**config.mk**
```make
export PLATFORM = sky130hd
export DESIGN_NAME = deque_with_search_flat
export DESIGN_NICKNAME = d
export VERILOG_FILES = /design/src/rtl/dws_pkg.sv /design/src/rtl/dws_req_if.sv /design/src/rtl/dws_rsp_if.sv /design/src/rtl/dws_cmp.sv /design/src/rtl/deque_with_search.sv /design/src/flat_wrapper.sv
export SDC_FILE = /design/constraint.sdc
export NUM_CORES = 1
export LEC_CHECK = 0
export ABC_AREA = 0
export ABC_CLOCK_PERIOD_IN_PS = 9550
export BUFFER_PORTS_ARGS = -buffer_cell sky130_fd_sc_hd__buf_2
export CAP_MARGIN = 15
export CORE_ASPECT_RATIO = 1.5
export CORE_MARGIN = 3
export CORE_UTILIZATION = 45
export CTS_BUF_LIST = sky130_fd_sc_hd__clkbuf_8
export DETAILED_ROUTE_END_ITERATION = 8
export PLACE_DENSITY = 0.69
export SLEW_MARGIN = 20
export SYNTH_ARGS = -nofsm -noshare
export SYNTH_HDL_FRONTEND = slang
export SYNTH_HIERARCHICAL = 1
export SYNTH_SLANG_ARGS = --single-unit
```
**constraint.sdc**
```tcl
create_clock -name clk_i -period 9.55 [get_ports clk_i]
set_input_delay 0.955 -clock clk_i [delete_from_list [all_inputs] [get_ports clk_i]]
set_output_delay 0.955 -clock clk_i [all_outputs]
set_load 0.02 [all_outputs]
```
**src/rtl/dws_pkg.sv**
```systemverilog
package dws_pkg;

  // Sizing of the ring store
  localparam int DEPTH     = 32;
  localparam int ITEM_BITS = 32;
  localparam int IDX_W     = $clog2(DEPTH);
  localparam int CNT_W     = $clog2(DEPTH + 1);
  localparam int SUM_W     = CNT_W + 1;

  // Fixed field widths at the ports
  localparam int REQ_W = 4;
  localparam int VAL_W = 32;
  localparam int ST_W  = 2;
  localparam int TOT_W = 6;

  typedef logic [ITEM_BITS-1:0] item_t;
  typedef logic [IDX_W-1:0]     idx_t;
  typedef logic [CNT_W-1:0]     cnt_t;
  typedef logic [REQ_W-1:0]     req_t;
  typedef logic [VAL_W-1:0]     val_t;
  typedef logic [ST_W-1:0]      st_t;
  typedef logic [TOT_W-1:0]     tot_t;

  // Request codes
  localparam req_t REQ_PUSH_FRONT = 4'd0;
  localparam req_t REQ_PUSH_BACK  = 4'd1;
  localparam req_t REQ_POP_FRONT  = 4'd2;
  localparam req_t REQ_POP_BACK   = 4'd3;
  localparam req_t REQ_PEEK_FRONT = 4'd4;
  localparam req_t REQ_PEEK_BACK  = 4'd5;
  localparam req_t REQ_FIND       = 4'd6;
  localparam req_t REQ_REMOVE     = 4'd7;
  localparam req_t REQ_DUMP       = 4'd8;

  // Status codes
  localparam st_t ST_OK       = 2'd0;
  localparam st_t ST_EMPTY    = 2'd1;
  localparam st_t ST_FULL     = 2'd2;
  localparam st_t ST_NO_MATCH = 2'd3;

  // Port word to stored item, keeping the low ITEM_BITS bits.
  function automatic item_t to_item(val_t v);
    logic [63:0] w;
    w = 64'(v);
    return w[ITEM_BITS-1:0];
  endfunction

  // Stored item to port word, keeping the low 32 bits.
  function automatic val_t from_item(item_t v);
    logic [63:0] w;
    w = 64'(v);
    return w[VAL_W-1:0];
  endfunction

  // Entry count to the entry_total field.
  function automatic tot_t to_total(cnt_t c);
    logic [63:0] w;
    w = 64'(c);
    return w[TOT_W-1:0];
  endfunction

endpackage

```
**src/rtl/dws_req_if.sv**
```systemverilog
interface dws_req_if;
  import dws_pkg::*;

  logic  valid;
  logic  ready;
  req_t  req_type;
  val_t  item_value;

  modport source (output valid, output req_type, output item_value, input ready);
  modport sink   (input valid, input req_type, input item_value, output ready);

endinterface

```
**src/rtl/dws_rsp_if.sv**
```systemverilog
interface dws_rsp_if;
  import dws_pkg::*;

  logic  valid;
  logic  ready;
  val_t  result_value;
  st_t   status;
  tot_t  entry_total;
  logic  last_result;

  modport source (output valid, output result_value, output status, output entry_total,
                  output last_result, input ready);
  modport sink   (input valid, input result_value, input status, input entry_total,
                  input last_result, output ready);

endinterface

```
**src/rtl/dws_cmp.sv**
```systemverilog
module dws_cmp (
  input  dws_pkg::item_t entry_i,
  input  dws_pkg::item_t key_i,
  input  dws_pkg::val_t  mask_i,
  output logic           match_o
);
  import dws_pkg::*;

  // Masked equality over the low 32 bits of entry and key.
  assign match_o = ((from_item(entry_i) ^ from_item(key_i)) & mask_i) == '0;

endmodule

```
**src/rtl/deque_with_search.sv**
```systemverilog
// Bounded double-ended queue with search, held as a ring of DEPTH item words.
// Requests arrive on req_i (req_type, item_value) and every result leaves on
// rsp_o (result_value, status, entry_total, last_result); a transfer happens
// when valid and ready are both high. compare_mask is written through
// cfg_we_i / cfg_wdata_i; the user must write it only while the block is idle, as the block does not enforce it.
// One request is worked at a time; req_i.ready is high only while the
// sequencer is idle, and a result already waiting in the output register does
// not hold off the next request. Push, unknown requests and any request on an
// empty queue are answered from the exec state; pop and peek go on through the
// address, wait and data states, since the single memory read port is
// registered; find, remove and dump run those states once per entry walked,
// each walk step being one read and one pass through the shared compare unit.
// A dump gives one result per entry, with last_result on the final one. The
// next request can be taken in the cycle after the final result is issued.
// When the receiver stalls, the result holds in the output register and the
// sequencer waits before it issues the next result.
// Reset empties the queue (front and count to zero) and sets compare_mask to
// all ones; the entry memory itself is not cleared and needs no clearing pass.
module deque_with_search (
  input  logic          clk_i,
  input  logic          rst_ni,
  input  logic          cfg_we_i,
  input  dws_pkg::val_t cfg_wdata_i,
  dws_req_if.sink       req_i,
  dws_rsp_if.source     rsp_o
);
  import dws_pkg::*;

  // Sequencer states
  localparam logic [2:0] S_IDLE = 3'd0;
  localparam logic [2:0] S_EXEC = 3'd1;
  localparam logic [2:0] S_ADDR = 3'd2;
  localparam logic [2:0] S_WAIT = 3'd3;
  localparam logic [2:0] S_DATA = 3'd4;

  // Ring position of the entry at a given offset from the front.
  function automatic idx_t slot_of(idx_t f, cnt_t off);
    logic [SUM_W-1:0] s;
    s = SUM_W'(f) + SUM_W'(off);
    if (s >= SUM_W'(DEPTH)) begin
      s = s - SUM_W'(DEPTH);
    end
    return s[IDX_W-1:0];
  endfunction

  logic [2:0] state_q, state_d;
  req_t       req_q;
  item_t      key_q;
  idx_t       front_q, front_d;
  cnt_t       count_q, count_d;
  cnt_t       idx_q, idx_d;
  cnt_t       keep_q, keep_d;
  val_t       mask_q;
  idx_t       raddr_q, raddr_d;
  item_t      rdata_q;
  item_t      entry_mem [DEPTH];

  logic       mem_we;
  idx_t       mem_waddr;
  item_t      mem_wdata;

  logic       emit_en;
  val_t       emit_val;
  st_t        emit_st;
  cnt_t       emit_cnt;
  logic       emit_last;

  logic       out_valid_q;
  val_t       out_val_q;
  st_t        out_st_q;
  tot_t       out_tot_q;
  logic       out_last_q;

  logic       out_free;
  logic       req_xfer;
  logic       match;
  logic       last_ent;
  cnt_t       keep_n;

  assign req_i.ready = (state_q == S_IDLE);
  assign req_xfer    = req_i.valid && req_i.ready;
  assign out_free    = !out_valid_q || rsp_o.ready;
  assign last_ent    = (idx_q + cnt_t'(1)) == count_q;
  assign keep_n      = keep_q + cnt_t'(!match);

  // Shared compare unit, used once per walk step.
  dws_cmp u_cmp (
    .entry_i (rdata_q),
    .key_i   (key_q),
    .mask_i  (mask_q),
    .match_o (match)
  );

  // Sequencer
  always_comb begin
    state_d   = state_q;
    front_d   = front_q;
    count_d   = count_q;
    idx_d     = idx_q;
    keep_d    = keep_q;
    raddr_d   = raddr_q;
    mem_we    = 1'b0;
    mem_waddr = slot_of(front_q, count_q);
    mem_wdata = key_q;
    emit_en   = 1'b0;
    emit_val  = '0;
    emit_st   = ST_OK;
    emit_cnt  = count_q;
    emit_last = 1'b1;

    unique case (state_q)
      S_IDLE: begin
        if (req_xfer) begin
          state_d = S_EXEC;
        end
      end

      S_EXEC: begin
        unique case (req_q) inside
          REQ_PUSH_FRONT, REQ_PUSH_BACK: begin
            if (out_free) begin
              emit_en = 1'b1;
              state_d = S_IDLE;
              if (count_q == cnt_t'(DEPTH)) begin
                emit_st = ST_FULL;
              end else begin
                mem_we   = 1'b1;
                count_d  = count_q + cnt_t'(1);
                emit_cnt = count_q + cnt_t'(1);
                if (req_q == REQ_PUSH_FRONT) begin
                  front_d   = (front_q == '0) ? idx_t'(DEPTH - 1) : front_q - idx_t'(1);
                  mem_waddr = front_d;
                end
              end
            end
          end
          REQ_POP_FRONT, REQ_POP_BACK, REQ_PEEK_FRONT, REQ_PEEK_BACK: begin
            if (count_q == '0) begin
              if (out_free) begin
                emit_en = 1'b1;
                emit_st = ST_EMPTY;
                state_d = S_IDLE;
              end
            end else begin
              idx_d   = (req_q == REQ_POP_FRONT || req_q == REQ_PEEK_FRONT) ?
                        '0 : count_q - cnt_t'(1);
              state_d = S_ADDR;
            end
          end
          REQ_FIND, REQ_REMOVE, REQ_DUMP: begin
            if (count_q == '0) begin
              if (out_free) begin
                emit_en = 1'b1;
                emit_st = (req_q == REQ_FIND) ? ST_NO_MATCH :
                          (req_q == REQ_DUMP) ? ST_EMPTY : ST_OK;
                state_d = S_IDLE;
              end
            end else begin
              idx_d   = '0;
              keep_d  = '0;
              state_d = S_ADDR;
            end
          end
          default: begin
            if (out_free) begin
              emit_en = 1'b1;
              state_d = S_IDLE;
            end
          end
        endcase
      end

      S_ADDR: begin
        raddr_d = slot_of(front_q, idx_q);
        state_d = S_WAIT;
      end

      S_WAIT: begin
        state_d = S_DATA;
      end

      S_DATA: begin
        if (out_free) begin
          unique case (req_q) inside
            REQ_POP_FRONT, REQ_POP_BACK, REQ_PEEK_FRONT, REQ_PEEK_BACK: begin
              emit_en  = 1'b1;
              emit_val = from_item(rdata_q);
              state_d  = S_IDLE;
              if (req_q == REQ_POP_FRONT || req_q == REQ_POP_BACK) begin
                count_d  = count_q - cnt_t'(1);
                emit_cnt = count_q - cnt_t'(1);
              end
              if (req_q == REQ_POP_FRONT) begin
                front_d = slot_of(front_q, cnt_t'(1));
              end
            end
            REQ_FIND: begin
              if (match) begin
                emit_en  = 1'b1;
                emit_val = from_item(rdata_q);
                state_d  = S_IDLE;
              end else if (last_ent) begin
                emit_en = 1'b1;
                emit_st = ST_NO_MATCH;
                state_d = S_IDLE;
              end else begin
                idx_d   = idx_q + cnt_t'(1);
                state_d = S_ADDR;
              end
            end
            REQ_REMOVE: begin
              // Survivors move down to the next kept position.
              if (!match) begin
                mem_we    = 1'b1;
                mem_waddr = slot_of(front_q, keep_q);
                mem_wdata = rdata_q;
              end
              keep_d = keep_n;
              if (last_ent) begin
                count_d  = keep_n;
                emit_en  = 1'b1;
                emit_val = 32'(count_q - keep_n);
                emit_cnt = keep_n;
                state_d  = S_IDLE;
              end else begin
                idx_d   = idx_q + cnt_t'(1);
                state_d = S_ADDR;
              end
            end
            REQ_DUMP: begin
              emit_en   = 1'b1;
              emit_val  = from_item(rdata_q);
              emit_last = last_ent;
              if (last_ent) begin
                state_d = S_IDLE;
              end else begin
                idx_d   = idx_q + cnt_t'(1);
                state_d = S_ADDR;
              end
            end
            default: begin
              state_d = S_IDLE;
            end
          endcase
        end
      end

      default: begin
        state_d = S_IDLE;
      end
    endcase
  end

  // Control state
  always_ff @(posedge clk_i or negedge rst_ni) begin
    if (!rst_ni) begin
      state_q     <= S_IDLE;
      front_q     <= '0;
      count_q     <= '0;
      idx_q       <= '0;
      keep_q      <= '0;
      mask_q      <= '1;
      out_valid_q <= 1'b0;
    end else begin
      state_q <= state_d;
      front_q <= front_d;
      count_q <= count_d;
      idx_q   <= idx_d;
      keep_q  <= keep_d;
      if (cfg_we_i) begin
        mask_q <= cfg_wdata_i;
      end
      if (emit_en) begin
        out_valid_q <= 1'b1;
      end else if (rsp_o.ready) begin
        out_valid_q <= 1'b0;
      end
    end
  end

  // Request capture, read address and result payload
  always_ff @(posedge clk_i) begin
    if (req_xfer) begin
      req_q <= req_i.req_type;
      key_q <= to_item(req_i.item_value);
    end
    raddr_q <= raddr_d;
    if (emit_en) begin
      out_val_q  <= emit_val;
      out_st_q   <= emit_st;
      out_tot_q  <= to_total(emit_cnt);
      out_last_q <= emit_last;
    end
  end

  // Entry memory: one write port, one registered read port.
  always_ff @(posedge clk_i) begin
    if (mem_we) begin
      entry_mem[mem_waddr] <= mem_wdata;
    end
    rdata_q <= entry_mem[raddr_q];
  end

  assign rsp_o.valid        = out_valid_q;
  assign rsp_o.result_value = out_val_q;
  assign rsp_o.status       = out_st_q;
  assign rsp_o.entry_total  = out_tot_q;
  assign rsp_o.last_result  = out_last_q;

  // The queue never holds more than DEPTH entries.
  a_count_bound: assert property (@(posedge clk_i) disable iff (!rst_ni)
    count_q <= cnt_t'(DEPTH))
    else $error("entry count above depth");

  // The front pointer stays inside the ring.
  a_front_bound: assert property (@(posedge clk_i) disable iff (!rst_ni)
    SUM_W'(front_q) < SUM_W'(DEPTH))
    else $error("front pointer outside ring");

  // A walk step only reads a held entry.
  a_walk_bound: assert property (@(posedge clk_i) disable iff (!rst_ni)
    (state_q == S_DATA) |-> (idx_q < count_q))
    else $error("walk beyond held entries");

  // Compaction never writes ahead of the read position.
  a_keep_bound: assert property (@(posedge clk_i) disable iff (!rst_ni)
    (state_q == S_DATA && req_q == REQ_REMOVE) |-> (keep_q <= idx_q))
    else $error("kept position ahead of read position");

  // A result is only issued when the output register is free.
  a_emit_free: assert property (@(posedge clk_i) disable iff (!rst_ni)
    emit_en |-> out_free)
    else $error("result issued over a waiting result");

endmodule

```
**src/flat_wrapper.sv**
```systemverilog
// flat-port wrapper written by rule: the top's interface ports become plain ports
module deque_with_search_flat import dws_pkg::*;
  (clk_i, rst_ni, cfg_we_i, cfg_wdata_i, req_i_valid, req_i_req_type, req_i_item_value, req_i_ready, rsp_o_valid, rsp_o_result_value, rsp_o_status, rsp_o_entry_total, rsp_o_last_result, rsp_o_ready);
  dws_req_if req_i_i ();
  dws_rsp_if rsp_o_i ();
  input  logic clk_i;
  input  logic rst_ni;
  input  logic cfg_we_i;
  input  dws_pkg::val_t cfg_wdata_i;
  input wire logic [$bits(req_i_i.valid)-1:0] req_i_valid;
  input wire logic [$bits(req_i_i.req_type)-1:0] req_i_req_type;
  input wire logic [$bits(req_i_i.item_value)-1:0] req_i_item_value;
  output wire logic [$bits(req_i_i.ready)-1:0] req_i_ready;
  output wire logic [$bits(rsp_o_i.valid)-1:0] rsp_o_valid;
  output wire logic [$bits(rsp_o_i.result_value)-1:0] rsp_o_result_value;
  output wire logic [$bits(rsp_o_i.status)-1:0] rsp_o_status;
  output wire logic [$bits(rsp_o_i.entry_total)-1:0] rsp_o_entry_total;
  output wire logic [$bits(rsp_o_i.last_result)-1:0] rsp_o_last_result;
  input wire logic [$bits(rsp_o_i.ready)-1:0] rsp_o_ready;
  assign req_i_i.valid = req_i_valid;
  assign req_i_i.req_type = req_i_req_type;
  assign req_i_i.item_value = req_i_item_value;
  assign req_i_ready = req_i_i.ready;
  assign rsp_o_valid = rsp_o_i.valid;
  assign rsp_o_result_value = rsp_o_i.result_value;
  assign rsp_o_status = rsp_o_i.status;
  assign rsp_o_entry_total = rsp_o_i.entry_total;
  assign rsp_o_last_result = rsp_o_i.last_result;
  assign rsp_o_i.ready = rsp_o_ready;
  deque_with_search u_core (.clk_i(clk_i), .rst_ni(rst_ni), .cfg_we_i(cfg_we_i), .cfg_wdata_i(cfg_wdata_i), .req_i(req_i_i), .rsp_o(rsp_o_i));
endmodule
```
==> metrics.md, run 1 <==
| Metric | Value |
|---|---|
| Share of the synthesized area in the top cell type | `69.60%` |
| GR Overflow Total | `0` |
| Synth unique cells | `80` |
| DP HPWL | `75120 um` |
| H-tree depth | `4` |
| Post-DP Area | `50370 um2` |
| Ports placed on the boundary | `116` |
| Syn nets | `2434` |
| Seq/Total Area, Yosys | `74.12%` |
| Peak supply drop | `0.0001792 V` |
| Synth area leaders | `edfxtp_1 (70%), mux4_2 (15%), dfstp_2 (1.8%)` |
| CP Launch Type | `register` |
| Worst Tran Pin Value | `1155 ps` |
| Worst hold start | `req_i_req_type[3]` |
| Clock network power share | `29.6%` |
| Antenna-violating nets left | `0` |
| Num Clock Sinks | `1197` |
| CTS tree | `built` |
| Worst r2r dst | `u_core/entry_mem[20][6]` |
| RSZ-0062 raised after global routing | `false` |
| Top achievable clock speed | `0.2036 GHz` |
| Worst path required time | `10010 ps` |
| Share of cells above drive strength 1 | `32.53%` |
| Core area | `104700 um2` |
| Final Critical Period | `4911 ps` |
| Crit path max fanout | `34` |
| Area of the multi-input gates | `11950 um2` |
| Pwr/cell area | `238.9 nW/um2` |
| Slew Limit Fails | `0` |
| Final setup vio count | `0` |
| Worst hold stages | `1` |
| 1st-iter DRT viols | `2640` |
| Lkg Pwr | `17.42 nW` |
| P&R area growth vs syn | `12.18%` |
| Clock Tree Root | `clkbuf_8` |
| PortBufs | `115` |
| Gpl congestion | `0.9389` |
| Clock buffer depth | `3` |
| Later-pin clock latency in the skew report | `840 ps` |
| Final period utilization | `51.43%` |
| Sequential share of power | `50.7%` |
| Post-synth EDFFs | `1106` |
| Global-route wire length before repair | `181200 um` |
| Final instance area | `53530 um2` |
| Post-Syn Instances | `2331` |
| Final hold vios | `0` |
| WP data arrival | `5370 ps` |
| Gate power share | `19.7%` |
| Post-Syn Area | `47720 um2` |
| R2R setup slack | `4640 ps` |
| Clock transition at the registers of the reported paths | `70 ps` |
| Vias per inst | `6.024` |
| CP endpoint kind | `register` |
| Worst r2r path cells | `10` |
| Int Pwr | `9.039 mW` |
| Ys Warns | `6` |
| Async SR Flop Fraction | `4.929%` |
| # fillers | `8130` |
| Initial Util | `45.58%` |
| Net Sw Frac | `29.32%` |
| Outcome | `finished, final reports clean` |
| Residual DRC | `0` |
| HP Class | `in2reg` |
| R2R Path Start | `u_core/key_q[31]` |
| Die footprint | `110100 um2` |
| #FFs+latches synth | `1197` |
| Largest area contributor in the netlist | `edfxtp_1` |
| FP Rows | `145` |
| WL final | `125400 um` |
| Tot Pwr | `12.79 mW` |
| Postcts setup bufs | `0` |
| Mean Syn Cell Area | `20.47 um2` |
| Crit path kind | `reg2reg` |
| Nets | `2669` |
| Total Neg Setup Slack | `0 ps` |
| Ys flop type | `edfxtp_1` |
| Via count | `24690` |
| Max-cap violations | `0` |
| Worst Hold Endpoint | `u_core/req_q[3]` |
| Max-slew headroom | `23.00%` |
| Die W | `271.9 um` |
| Drt wl/cell | `30.60 um` |
| Switch Pwr | `3.750 mW` |
| Die Height | `404.8 um` |
| Vias in the first global route | `25310` |
| Initial antenna violation count | `9` |
| Post-CTS sizing | `0` |
| Sequential Area | `35370 um2` |
| Num CTS Buffers | `163` |
| Largest net degree at the start of global routing | `134` |
| Post-CTS Hold Fix Bufs | `0` |
| Worst Skew | `30.29 ps` |
| Global Route Usage Sum | `23.17%` |
| Drt pass-1 iters | `5` |
[worst max-delay path by stage]
stage,cells past startpoint,slack [ps],from,to
after floorplan,7,3490,rsp_o_ready,u_core/entry_mem[11][0]
after global placement,11,4370,u_core/key_q[31],u_core/entry_mem[30][14]
after detailed placement,10,4780,u_core/key_q[31],u_core/entry_mem[5][15]
after CTS,10,4760,u_core/key_q[31],u_core/entry_mem[5][14]
after global routing,10,4490,u_core/key_q[31],u_core/entry_mem[5][6]
final,10,4640,u_core/key_q[31],u_core/entry_mem[20][6]
[per-layer routing]
metal / routed length (um) / global-route usage (%) / vias to the layer above
li1: - / - / 10090
met1: 47010 / 30.28 / 13020
met2: 62240 / 38.11 / 1319
met3: 11110 / 5.243 / 266
met4: 5067 / 8.958 / 2
met5: 13 / 0 / -
[metrics by stage]
| step | worst slack (ps) | hold WS, ps | util, % | instances |
|---|---|---|---|---|
| after global routing | 4489 | 245.7 | 51.14 | 4099 |
| after CTS | 4756 | 226.9 | 51.11 | 4097 |
| final | 4639 | 303.1 | 51.14 | 4099 |
| after floorplan | 3486 | 468.4 | - | 2331 |
| after detailed placement | 4777 | 513.1 | 48.11 | 3796 |
| after global placement | 4374 | 511.3 | 48.10 | 3795 |
[flip-flops by register name, indices dropped and copies added (netlist names)]
register and flops:
u_core/entry_mem 1024, u_core/key_q 32, u_core/mask_q 32, u_core/rdata_q 32, u_core/rsp_o.result_value 32, u_core/count_q 6
u_core/idx_q 6, u_core/keep_q 6, u_core/rsp_o.entry_total 6, u_core/front_q 5, u_core/raddr_q 5, u_core/req_q 4
u_core/state_q 3, u_core/rsp_o.status 2, u_core/rsp_o.last_result 1, u_core/rsp_o.valid 1
[placed cells by master, fill, tap and decap left out, drive strengths merged, types with 36 or more instances in the layout]
cell    count
clkbuf    169
mux2       65
nor2       36
a21oi      51
edfxtp   1106
xor2       42
mux4      320
inv        65
clkinv     73
nand2     163
buf       199
[power groups by stage]
stage	registers [mW]	clock network (mW)	logic [mW]
CTS	6.49	3.86	2.52
global route	6.52	4.10	2.68
global placement	6.58	0	2.48
floorplan	6.55	0	1.62
detailed placement	6.60	0	2.51
finish	6.49	3.78	2.52
[logic make-up (layout without fill, tap and decap cells)]
family          Yosys count  count (layout)  share of synthesized area [%]
mux                     389             389                          16.72
fa+ha+maj                30              30                         0.8496
compound gates          170             170                          2.373
other cells               0               1                              0
xor+xnor                 63              63                          1.156
flops                  1197            1197                          74.12
buf+inv                 150             521                          1.308
simple gates            332             332                          3.469
[critical path, cell delays in order (launching register included)]
cell and delay (ps):
edfxtp_1 410, xor2_1 190, a22oi_1 420, nand4_1 180, nor4_2 590, nor2_1 160, and4_2 550, nand2_1 180
nand3_1 720, nor3_2 590, buf_4 490
[Yosys cell counts (all sizes together), types with 20 or more instances]
cell / n
buf: 50
nor4: 21
nor2: 36
a22oi: 21
inv: 21
o21ai: 24
xor2: 42
nand3: 20
dfstp: 32
xnor2: 21
dfrtp: 27
edfxtp: 1106
clkbuf: 79
dfxtp: 32
mux2: 65
nor3: 25
nand2: 163
a21oi: 51
mux4: 320
ha: 26
[area by class of cell]
cell class              instances  area share [%]
diodes                          1        0.004675
clock buffers                 169           4.345
clock inverters               132           1.524
inverters                      21          0.1473
multi-input cells             984           22.32
flip-flops and latches       1197           66.07
well taps                    1396           3.263
repair buffers                199           2.321
No activity file was read; power rests on OpenSTA's default activity.
==> inputs of run 2 (changes only) <==
- ABC_CLOCK_PERIOD_IN_PS: 9550 -> 4700
- clock period: 9.55 -> 4.7 ns (I/O delays scaled with it)
==> run 2 against run 1 <==
  * Combinational power up 120%
  * First-iteration DRC count is 13% higher
  * Total power increased by 110%
  * Sequential share of layout area fell by 1.7 points
  * Largest cell class unchanged
  * Largest power group unchanged
==> metrics.md, run 2 (synthesis results as in run 1) <==
| Metric | Value |
|---|---|
| Via count | `25280 (+2.4%)` |
| H-tree depth | `4 (unchanged)` |
| Initial Util | `45.58% (unchanged)` |
| Peak supply drop | `0.0003297 V (+84%)` |
| Vias in the first global route | `26330 (+4.0%)` |
| Die W | `271.9 um (unchanged)` |
| CP endpoint kind | `register` |
| WP buf/inv | `2 (+1)` |
| Max-cap violations | `0 (unchanged)` |
| Global Route Usage Sum | `23.79% (+0.62 points)` |
| Lkg Pwr | `18.08 nW (+3.8%)` |
| Non-Filler Instances | `4213 (+2.8%)` |
| Placed cells | `3833 (+0.97%)` |
| Slowest stage delay, CP | `500 ps (-220 ps)` |
| Total Neg Setup Slack | `0 ps (unchanged)` |
| PortBufs | `115 (unchanged)` |
| 1st-iter DRT viols | `2988 (+13%)` |
| Largest register FFs | `1024 (unchanged)` |
| Share of cells above drive strength 1 | `33.01% (+0.48 points)` |
| Initial antenna violation count | `6 (-3)` |
| P&R area growth vs syn | `15.06%` |
| Outcome | `finished, final reports clean` |
| Vias per inst | `6.000 (-0.39%)` |
| Antenna-violating nets left | `0 (unchanged)` |
| Worst path required time | `5140 ps (-4870 ps)` |
| GR Overflow Total | `0 (unchanged)` |
| Core area | `104700 um2 (unchanged)` |
| DP HPWL | `77650 um (+3.4%)` |
| Final hold vios | `0 (unchanged)` |
| Nets | `2777 (+4.0%)` |
| Post-DP Area | `50970 um2 (+1.2%)` |
| Sequential Area | `35370 um2 (unchanged)` |
| Worst Skew | `43.47 ps (+13.18 ps)` |
| Most used cells in the layout excluding fill and tap cells | `edfxtp_1 (1106), mux4_2 (320), clkbuf_8 (175)` |
| Crit path max fanout | `23 (-32%)` |
| Crit path kind | `reg2reg` |
| Residual DRC | `0 (unchanged)` |
| CTS tree | `built` |
| Max-slew headroom | `24.55% (+1.5 points)` |
| Top achievable clock speed | `0.2343 GHz (+15%)` |
| WL final | `128800 um (+2.7%)` |
| Drt wl/cell | `30.57 um (about the same)` |
| HP Class | `in2reg` |
| Clock buffer depth | `3 (unchanged)` |
| Clock transition at the registers of the reported paths | `60 ps (about the same)` |
| Die footprint | `110100 um2 (unchanged)` |
| Clock Tree Root | `clkbuf_8` |
| Post-CTS sizing | `0 (unchanged)` |
| Gpl congestion | `0.9481 (+0.98%)` |
| Final period utilization | `90.80% (+39 points)` |
| Later-pin clock latency in the skew report | `850 ps (about the same)` |
| CP Launch Type | `register` |
| Worst Tran Pin Value | `1132 ps (-23.19 ps)` |
| Ports placed on the boundary | `116 (unchanged)` |
| Drt pass-1 iters | `5 (unchanged)` |
| Final instance area | `54900 um2 (+2.6%)` |
| Die Height | `404.8 um (unchanged)` |
| CP max-delay cell | `buf_4` |
| RSZ-0062 raised after global routing | `false` |
| Area of the multi-input gates | `12030 um2 (+0.66%)` |
| Slew Limit Fails | `0 (unchanged)` |
| Final Critical Period | `4268 ps (-643.8 ps)` |
| FP Rows | `145 (unchanged)` |
| Most common cell after layout, fill and taps aside | `edfxtp_1` |
| Global-route wire length before repair | `186300 um (+2.8%)` |
| Largest Register | `u_core/entry_mem` |
| Pwr/cell area | `481.7 nW/um2 (+100%)` |
| Top delay family on crit path | `simple AND/OR/NAND/NOR gates` |
| CP Cell Sequence | `xor2_1 -> a22oi_1 -> nand4_1 -> nor4_2 -> nor2_1 -> nand4_1 -> buf_4 -> o32ai_1 -> nor2_1 -> nand3b_1 -> nor3_4 -> buf_4` |
| Num CTS Buffers | `165 (+1.2%)` |
| Num Clock Sinks | `1197 (unchanged)` |
| Largest net degree at the start of global routing | `67 (-50%)` |
| WP data arrival | `4710 ps (-660 ps)` |
| # fillers | `8111 (-0.23%)` |
| Final setup vio count | `0 (unchanged)` |
-- run 2: cell count changes in the layout (fill, tap and decap cells not counted), moves of 9 or more --
cell / delta
dlygate4sd3_1: +69
buf_12: +20
buf_4: +19
clkinv_1: -15
nor3_2: -12
nor3_4: +12
inv_1: +9
-- run 2: repair_timing --
| item | in CTS | in global routing |
|---|---|---|
| setup buffers | 0 | 1 |
| hold endpoints to repair | 87 | 0 |
| setup endpoints to repair | 0 | 14 |
| hold buffers | 69 | 0 |
-- run 2: path summary, 6_finish.rpt --
check / endpoint / slack, ps / startpoint / depth (start not counted)
max: u_core/entry_mem[2][8] / 430 / u_core/key_q[13] / 12
min: u_core/state_q[0] / 110 / req_i_valid / 5
max reg2reg: u_core/entry_mem[2][8] / 430 / u_core/key_q[13] / 12
min reg2reg: u_core/keep_q[5] / 530 / u_core/keep_q[5] / 2
max in group asynchronous: u_core/mask_q[13] / 3400 / rst_ni / 3
min in group asynchronous: u_core/keep_q[5] / 270 / rst_ni / 2
-- run 2: area by class of cell --
type | instances | area share, %
Sequential cell | 1197 | 64.42
Clock inverter | 132 | 1.484
Antenna cell | 3 | 0.01367
Inverter | 21 | 0.1436
Tap cell | 1396 | 3.181
Clock buffer | 175 | 4.387
Multi-Input combinational cell | 984 | 21.91
Timing Repair Buffer | 305 | 4.462
-- run 2: per-layer routing --
| layer | up-vias | global-route usage, % | wire length (um) |
|---|---|---|---|
| met5 | - | 0 | 0 |
| met4 | 0 | 9.439 | 5481 |
| met3 | 264 | 5.171 | 11240 |
| met2 | 1385 | 39.88 | 64820 |
| met1 | 13320 | 30.44 | 47270 |
| li1 | 10310 | - | - |
-- run 2: tightest hold or removal path, cell delays in order --
cell and delay (ps):
buf_2 100, nor2_1 50, nor2_1 110, a21oi_1 60, nor2_1 110
-- run 2: where the power goes --
group	leakage (nW)	internal [mW]	switching, mW
registers	10.9	12.7	0.498
logic	5.34	2.00	3.44
clock network	1.82	3.84	3.95
-- run 2: through the flow --
step / setup slack (ps) / util (%) / total power, mW / hold WS [ps]
after global routing: 175.3 / 52.44 / 27.49 / 87.70
after detailed placement: 305.4 / 48.69 / 18.79 / 514.0
after floorplan: -1303 / - / 16.64 / 174.4
after CTS: 276.1 / 52.42 / 26.61 / 19.04
after global placement: 369.0 / 48.69 / 18.68 / 519.0
final: 432.4 / 52.45 / 26.44 / 110.4
==> inputs of run 3 (changes only) <==
- CORE_ASPECT_RATIO: 1.5 -> default
==> run 3 against run 2 <==
  * Setup slack worse by 220 ps
  * Sequential share of layout area down 1.2 points
  * Sequential power is essentially flat
  * Critical path depth grew 4
  * Largest cell class unchanged
  * Critical path type unchanged
  * Global-route usage is 1.8 points lower
  * Non-clock buffer count grew 54
  * Fmax shrank 5.0%
  * Register-to-register slack worse by 220 ps
  * Via count rose by 0.39%
  * Clock skew up 32 ps
==> metrics.md, run 3 (synthesis results as in run 1) <==
| Metric | Value |
|---|---|
| Postcts setup bufs | `0 (unchanged)` |
| CP Launch Type | `register` |
| CP max-delay cell | `or4b_2` |
| Crit path kind | `reg2reg` |
| Lkg Pwr | `18.69 nW (+3.4%)` |
| RSZ-0062 raised after global routing | `false` |
| Slew Limit Fails | `0 (unchanged)` |
| # fillers | `7867 (-3.0%)` |
| Die W | `331.6 um (+22%)` |
| Vias in the first global route | `25880 (-1.7%)` |
| Global Route Usage Sum | `21.99% (-1.8 points)` |
| Via count | `25380 (+0.39%)` |
| Die Height | `331.6 um (-18%)` |
| Final setup vio count | `0 (unchanged)` |
| Clock buffer depth | `3 (unchanged)` |
| Clock Tree Root | `clkbuf_8` |
| Max-cap violations | `0 (unchanged)` |
| CP Cell Sequence | `xor2_1 -> a22oi_1 -> nand4_1 -> nor4_2 -> buf_4 -> inv_1 -> ha_1 -> ha_1 -> inv_1 -> ha_1 -> nor2b_1 -> o21ai_0 -> a21boi_0 -> o21a_1 -> or4b_2 -> nand3_1` |
| Area of the multi-input gates | `12030 um2 (unchanged)` |
| DP HPWL | `73170 um (-5.8%)` |
| Vias per inst | `5.932 (-1.1%)` |
| Final Critical Period | `4490 ps (+222.7 ps)` |
| CP endpoint kind | `register` |
| Die footprint | `110000 um2 (about the same)` |
| Num CTS Buffers | `183 (+11%)` |
| CTS tree | `built` |
| PortBufs | `115 (unchanged)` |
| Core area | `104400 um2 (-0.29%)` |
| Final instance area | `55960 um2 (+1.9%)` |
| Residual DRC | `0 (unchanged)` |
| Initial Util | `45.71% (+0.13 points)` |
| Worst Tran Pin Value | `1097 ps (-34.93 ps)` |
| H-tree depth | `4 (unchanged)` |
| Most common cell after layout, fill and taps aside | `edfxtp_1` |
| HP Class | `in2reg` |
| Drt pass-1 iters | `6 (+1)` |
| Total Neg Setup Slack | `0 ps (unchanged)` |
| GR Overflow Total | `0 (unchanged)` |
| Max-slew headroom | `26.80% (+2.2 points)` |
| WL final | `120800 um (-6.2%)` |
| Gpl congestion | `0.9084 (-4.2%)` |
| Largest register FFs | `1024 (unchanged)` |
| Top cell by count, worst path | `ha_1` |
| Sequential Area | `35370 um2 (unchanged)` |
| Crit path max fanout | `3 (-87%)` |
| WP data arrival | `5170 ps (+460 ps)` |
| Initial antenna violation count | `2 (-4)` |
| Antenna-violating nets left | `0 (unchanged)` |
| Post-DP Area | `51720 um2 (+1.5%)` |
| Num Clock Sinks | `1197 (unchanged)` |
| Post-CTS sizing | `0 (unchanged)` |
| Placed cells | `3871 (+0.99%)` |
| Nets | `2849 (+2.6%)` |
| Drt wl/cell | `28.24 um (-7.6%)` |
| Most used cells in the layout excluding fill and tap cells | `edfxtp_1 (1106), mux4_2 (320), clkbuf_8 (198)` |
| Pwr/cell area | `483.5 nW/um2 (+0.38%)` |
| Largest net degree at the start of global routing | `80 (+19%)` |
| WP buf/inv | `3 (+1)` |
| Largest Register | `u_core/entry_mem` |
| Ports placed on the boundary | `116 (unchanged)` |
| Clock transition at the registers of the reported paths | `70 ps (about the same)` |
| Share of cells above drive strength 1 | `34.15% (+1.1 points)` |
| Worst path required time | `5380 ps (+240 ps)` |
| Post-CTS Hold Fix Bufs | `70 (+1.4%)` |
| Worst Skew | `75.09 ps (+31.62 ps)` |
| 1st-iter DRT viols | `3046 (+1.9%)` |
| Final period utilization | `95.54% (+4.7 points)` |
| Non-Filler Instances | `4278 (+1.5%)` |
| Global-route wire length before repair | `177900 um (-4.5%)` |
| P&R area growth vs syn | `17.27%` |
| Peak supply drop | `0.0003907 V (+19%)` |
| Final hold vios | `0 (unchanged)` |
| Top achievable clock speed | `0.2227 GHz (-5.0%)` |
| Later-pin clock latency in the skew report | `870 ps (+20 ps)` |
| Top delay family on crit path | `simple AND/OR/NAND/NOR gates` |
| Outcome | `finished, final reports clean` |
| FP Rows | `118 (-19%)` |
| Slowest stage delay, CP | `640 ps (+140 ps)` |
run 3: changes by cell type in the layout (fill, tap and decap cells not counted), sizes merged:
cell and change:
buf +53, bufinv -1, clkbuf +23, clkinv -24
diode -1, dlygate4sd3 +1, inv +30
run 3: final timing paths:
kind,slack [ps],from,cells after the start,to
max,210,u_core/key_q[31],16,u_core/rsp_o.result_value[5]
min,290,rsp_o_ready,3,u_core/rsp_o.valid
max reg2reg,210,u_core/key_q[31],16,u_core/rsp_o.result_value[5]
min reg2reg,540,u_core/keep_q[5],2,u_core/keep_q[5]
max in group asynchronous,3660,rst_ni,3,u_core/idx_q[4]
min in group asynchronous,410,rst_ni,3,u_core/keep_q[5]
run 3: report_power, final:
| group | internal (mW) | total [mW] | switching [mW] |
|---|---|---|---|
| clock | 4.21 | 8.23 | 4.02 |
| sequential | 12.7 | 13.3 | 0.590 |
| combinational | 2.12 | 5.55 | 3.43 |
| total | 19.0 | 27.1 | 8.04 |
run 3: layout make-up:
class                           instances  area share (%)
Antenna cell                            2        0.008944
Clock buffer                          198           4.870
Clock inverter                        137           1.440
Inverter                               21          0.1409
Multi-Input combinational cell        984           21.49
Sequential cell                      1197           63.21
Tap cell                             1380           3.086
Timing Repair Buffer                  359           5.755
run 3: per-layer routing:
metal  track usage, %  vias to the layer above  wire, um
met3            4.677                      174     11130
met1            31.86                    13400     49330
met2            34.06                     1339     57750
li1                 -                    10470         -
met5                0                        -         0
met4            6.136                        0      2612
run 3: through the flow:
step | worst slack (ps) | power [mW] | hold slack [ps] | utilization, %
detailed placement | 406.8 | 18.90 | 513.8 | 49.54
finish | 209.7 | 27.06 | 291.2 | 53.61
floorplan | -1303 | 16.64 | 174.4 | -
global placement | 450.6 | 18.75 | 488.7 | 49.54
CTS | 357.1 | 27.19 | 201.9 | 53.60
global route | 152.9 | 28.12 | 275.1 | 53.61
run 3: tightest hold or removal path: stages:
cell and delay [ps]:
buf_2 110, nand2b_1 330, o221ai_1 160
